File: config.mk
export PLATFORM = sky130hd
export DESIGN_NAME = ffiga_cell
export DESIGN_NICKNAME = d
export VERILOG_FILES = /design/src/hw/rtl/assert_macros.svh /design/src/hw/rtl/ffiga_pkg.sv /design/src/hw/rtl/ffiga_cell.sv
export SDC_FILE = /design/constraint.sdc
export NUM_CORES = 1
export LEC_CHECK = 0
export ABC_AREA = 1
export BUFFER_PORTS_ARGS = -buffer_cell sky130_fd_sc_hd__buf_4
export CAP_MARGIN = 20
export CORE_MARGIN = 5
export CORE_UTILIZATION = 47
export DETAILED_ROUTE_END_ITERATION = 7
export GPL_ROUTABILITY_DRIVEN = 0
export PLACE_DENSITY = 0.73
export SLEW_MARGIN = 25
export SYNTH_ARGS = -nofsm -noshare
export SYNTH_HDL_FRONTEND = slang
export SYNTH_SLANG_ARGS = --single-unit
export TNS_END_PERCENT = 1
File: constraint.sdc
create_clock -name clock -period 4.1 [get_ports clock]
set_input_delay 0.82 -clock clock [delete_from_list [all_inputs] [get_ports clock]]
set_output_delay 0.82 -clock clock [all_outputs]
set_load 0.01 [all_outputs]
File: src/hw/rtl/assert_macros.svh
// Assertion macros shared by the RTL
`ifndef ASSERT_MACROS_SVH
`define ASSERT_MACROS_SVH

// Implication checked on every rising clock edge outside reset
`define ASSERT_CLK(label, clk, rst, prop, msg) \
   label: assert property (@(posedge clk) disable iff (rst) prop) else $error(msg);

// Condition that must hold on every rising clock edge outside reset
`define ASSERT_ALWAYS(label, clk, rst, cond, msg) \
   label: assert property (@(posedge clk) disable iff (rst) (cond)) else $error(msg);

`endif

File: src/hw/rtl/ffiga_pkg.sv
`default_nettype none
package ffiga_pkg;

   localparam int POOL_COUNT        = 2;
   localparam int INDEX_WIDTH       = 7;
   localparam int COUNT_WIDTH       = 16;
   localparam int DEF_MAX_RESOURCES = 64;
   localparam int DEF_TIME_WIDTH    = 32;

   localparam logic [COUNT_WIDTH-1:0] COUNT_MAX = {COUNT_WIDTH{1'b1}};
   localparam logic [COUNT_WIDTH-1:0] COUNT_ONE = COUNT_WIDTH'(1);

   typedef struct packed {
      logic valid;
      logic pool;
      logic done;
   } ctl_type;

endpackage
`default_nettype wire

File: src/hw/rtl/ffiga_cell.sv
`default_nettype none
module ffiga_cell
   import ffiga_pkg::*;
#(
   parameter int TIME_WIDTH = DEF_TIME_WIDTH,
   parameter int SLOT_WIDTH = 7,
   parameter int SLOT_NUM   = 1
) (
   input  wire logic                   clock,
   input  wire logic                   reset,
   input  wire logic                   advance,
   input  wire ctl_type                in_ctl,
   input  wire logic [TIME_WIDTH-1:0]  in_start,
   input  wire logic [TIME_WIDTH-1:0]  in_stop,
   input  wire logic [SLOT_WIDTH-1:0]  in_slot,
   input  wire logic [COUNT_WIDTH-1:0] in_count,
   output ctl_type                     out_ctl,
   output logic [TIME_WIDTH-1:0]       out_start,
   output logic [TIME_WIDTH-1:0]       out_stop,
   output logic [SLOT_WIDTH-1:0]       out_slot,
   output logic [COUNT_WIDTH-1:0]      out_count,
   output logic [POOL_COUNT-1:0]       open_o
);

   logic [POOL_COUNT-1:0]  open_ff, open_in;
   logic [TIME_WIDTH-1:0]  end_ff    [POOL_COUNT];
   logic [COUNT_WIDTH-1:0] served_ff [POOL_COUNT];
   ctl_type                ctl_ff, ctl_in;
   logic [TIME_WIDTH-1:0]  start_ff, stop_ff;
   logic [SLOT_WIDTH-1:0]  slot_ff, slot_in;
   logic [COUNT_WIDTH-1:0] count_ff, count_in;
   logic                   is_open, hit, write_en;
   logic [COUNT_WIDTH-1:0] next_count;

   always_comb begin
      is_open = open_ff[in_ctl.pool];
      hit     = in_ctl.valid && !in_ctl.done &&
                (!is_open || (in_start > end_ff[in_ctl.pool]));
      if (!is_open) begin
         next_count = COUNT_ONE;
      end else if (served_ff[in_ctl.pool] == COUNT_MAX) begin
         next_count = COUNT_MAX;
      end else begin
         next_count = served_ff[in_ctl.pool] + COUNT_ONE;
      end
      write_en = advance && hit;
      open_in  = open_ff;
      if (write_en) begin
         open_in[in_ctl.pool] = 1'b1;
      end
      ctl_in      = in_ctl;
      ctl_in.done = in_ctl.done || hit;
      slot_in     = hit ? SLOT_WIDTH'(SLOT_NUM) : in_slot;
      count_in    = hit ? next_count : in_count;
   end

   always_ff @(posedge clock) begin
      if (reset) begin
         open_ff      <= '0;
         ctl_ff.valid <= 1'b0;
      end else begin
         open_ff <= open_in;
         if (advance) begin
            ctl_ff <= ctl_in;
         end
      end
   end

   always_ff @(posedge clock) begin
      if (advance) begin
         start_ff    <= in_start;
         stop_ff     <= in_stop;
         slot_ff     <= slot_in;
         count_ff    <= count_in;
      end
      if (write_en) begin
         end_ff[in_ctl.pool]    <= in_stop;
         served_ff[in_ctl.pool] <= next_count;
      end
   end

   assign out_ctl   = ctl_ff;
   assign out_start = start_ff;
   assign out_stop  = stop_ff;
   assign out_slot  = slot_ff;
   assign out_count = count_ff;
   assign open_o    = open_ff;

endmodule
`default_nettype wire

==> summary.txt <==
Status
  – Status: completed

Timing
  – Final Hold Viols: 0
  – Final Slew Violations: 0
  – Final Cycle Share: 0.805
  – Tmin final: 3.30 ns
  – Relative slew slack: 0.471
  – RSZ-0062 raised after global routing: false
  – Final hold slack: around 0.49 ns
  – # setup viols final: 0
  – Fmax: 303 MHz
  – Final setup skew: 0.00841 ns
  – Least-Margin Pin Slew: about 0.79 ns
  – Setup TNS: 0 ns

Floorplanning
  – Die area: between 15000 and 20000 um2
  – Die H: 140 um
  – Rows: 47
  – Horiz. Die Dim: around 140 um
  – Core box area: about 17000 um2
  – Starting density of the core: 0.479
  – Io pins: 185

Clock network
  – Clock Tree Root: clkbuf_16
  – CTS clk-pin slew, worst paths: approximately 0.070 ns
  – Clk_lat worst skew: 0.43 ns
  – Hold buffer count at CTS: 0
  – CTS Buffer Depth: 2
  – Htree depth: 4
  – Setup bufs post-CTS: 0
  – Post-cts resize count: 0
  – CTS tree: done
  – CTS Buf Count: 17
  – CTS sink count: 188

Synthesis
  – Top cells by area, synth: edfxtp_1, ha_1, nand2_1
  – Main synth FF type: edfxtp_1
  – Mapped Cells: ~570
  – Seq cells post-synth: 188
  – Synth top area share: 0.702
  – Synth top cells by count: edfxtp_1, nand2_1, inv_1
  – Sequential area share after synthesis: 0.710
  – Syn. warnings: 0
  – Cell Area, Synth: 7910 um2
  – Number of synthesized flops with an enable pin: 185
  – Async set-or-reset flop fraction in the synthesized netlist: 0
  – Syn nets: slightly below 700
  – Yosys top cell by area: edfxtp_1
  – Syn avg cell area: about 14 um2
  – Yosys cell types: 36
  – Cell with the most instances after synthesis: edfxtp_1

Cells and area
  – Final Cell Area: 10100 um2
  – Share of layout cells above drive strength 1: 0.361
  – Filler cells: 1288
  – P&R area growth vs syn: 28.1%
  – Layout Cells excl Fill: ~1000
  – Fin util: 0.613
  – Ant diodes: 0
  – Layout Nets: a little under 900

Route
  – Detailed Route WL: 16400 um
  – Drt pass-1 iters: 4
  – Vias: 4918
  – Residual DRC: 0
  – DR WL/cell: 16.5 um
  – Iter 0 DRT Violations: 254
  – ANT nets after route: 0
  – Vias per cell: 4.92

Power
  – Clock share of power: 0.365
  – Net switching power: about 1.0 mW
  – Combinational share of power: 0.105
  – Static leakage: around 4.3 nW
  – Worst VDD drop: 0.000297 V
  – Int Pwr: 3.22 mW
  – Sequential power share: 0.529
  – Net Sw Frac: 0.238
  – Pwr/cell area: 417 nW/um2

Global routing
  – Grt total ovfl: 0
  – Initial antenna violation count: 0
  – GRT Util Overall: 0.168
  – Vias in the first global route: 5045
  – Largest net degree at the start of global routing: 66
  – Global-route wire length before repair: 25600 um

Placed design
  – Cells after DPL: 967
  – Post-DP HPWL: 12400 um
  – Port Buf Inserts: roughly 180
  – Post-Place Cell Area: 9580 um2

Min path
  – Hold Crit Start: open_o[1]
  – Hold Path Stages: 2
  – Hold crit path type: register to register
  – WHS Endpoint: open_o[1]

Critical path
  – Worst r2r src: end_ff[1][31]
  – WP data arrival: approximately 3.4 ns
  – Critical path fanouts, max: 22
  – Worst r2r path cells: 13
  – Element type at the critical path end: register
  – Reg2reg setup slack: roughly 1.5 ns
  – Reg-to-Reg End: served_ff[1][3]
  – CP Class: primary input to register
  – Worst Setup Start Kind: primary input
  – Data required, critical path: 4.24 ns

Run
  – Number of max-cap violations: 0
## power groups by stage
stage               registers [mW]  clock network, mW  logic (mW)
global placement              2.28                  0       0.438
CTS                           2.24               1.58       0.452
detailed placement            2.28                  0       0.449
global route                  2.24               1.66       0.488
floorplan                     2.31                  0       0.158
finish                        2.24               1.54       0.445
## placed cells by master, fill, tap and decap left out, types with 14 or more instances in the layout
cell	Yosys	final
buf_4	1	191
edfxtp_1	185	185
nand2_1	107	107
inv_1	50	48
ha_1	33	33
mux2i_1	31	31
nor2_1	25	25
nand2_2	19	19
a21oi_1	17	17
clkbuf_16	0	17
o21ai_2	14	14
## registers in the layout (all words and copies together) (netlist names)
signal     count
end_ff        64
out_start     32
out_ctl        3
open_o         2
out_count     16
out_stop      32
out_slot       7
served_ff     32
## worst max path at each step
stage | start | to | slack (ns) | cells past startpoint
after floorplan | in_ctl[1] | end_ff[1][0] | -0.05 | 16
after global placement | in_ctl[1] | served_ff[1][4] | 0.42 | 17
after detailed placement | in_ctl[1] | served_ff[1][3] | 0.33 | 17
after CTS | in_ctl[1] | served_ff[1][6] | 0.78 | 17
after global routing | in_ctl[1] | served_ff[1][10] | 0.55 | 17
final | in_ctl[1] | served_ff[1][3] | 0.80 | 17
## kinds of logic (layout without fill, tap and decap cells)
family | Yosys count | count (layout) | synth area share
adder cells (fa/ha/maj) | 33 | 33 | 0.0522
XOR/XNOR | 6 | 6 | 0.00664
AND/OR/NAND/NOR | 191 | 191 | 0.115
AO/OA/AOI/OAI | 51 | 51 | 0.0398
flip-flops | 188 | 188 | 0.710
multiplexers | 31 | 31 | 0.0392
buffers and inverters | 66 | 279 | 0.0376
## through the flow
stage / setup WS, ns / power, mW
floorplan: -0.0515 / 2.47
global route: 0.553 / 4.39
detailed placement: 0.326 / 2.73
CTS: 0.777 / 4.27
finish: 0.800 / 4.22
global placement: 0.418 / 2.71
## metal layers
layer / GRT usage / up-vias / part of all wire
li1: - / 2400 / -
met5: 0 / - / 0
met3: 0.0467 / 24 / 0.062
met2: 0.301 / 143 / 0.53
met1: 0.190 / 2351 / 0.39
met4: 0.0648 / 0 / 0.019
## critical path, cell delays in order
cell	delay, ns
buf_4	0.30
buf_4	0.35
mux2i_1	0.12
ha_1	0.30
nand2_1	0.08
nor2_1	0.17
nand2_1	0.07
nand2_1	0.06
nand2_1	0.05
nand2_1	0.07
nand2_1	0.05
nand2_1	0.06
nand2_1	0.06
nand2_1	0.09
nand4_1	0.13
inv_2	0.41
buf_12	0.22
## layout make-up
| cell class | instances | area [um2] | share of cell area |
|---|---|---|---|
| Tap cell | 220 | 275 | 0.0272 |
| Sequential cell | 188 | 5620 | 0.554 |
| Multi-Input combinational cell | 312 | 2000 | 0.197 |
| Clock inverter | 15 | 134 | 0.0132 |
| Clock buffer | 17 | 425 | 0.0420 |
| Inverter | 54 | 211 | 0.0209 |
| Timing Repair Buffer | 193 | 1470 | 0.145 |
(Power assumes the default switching activity.)
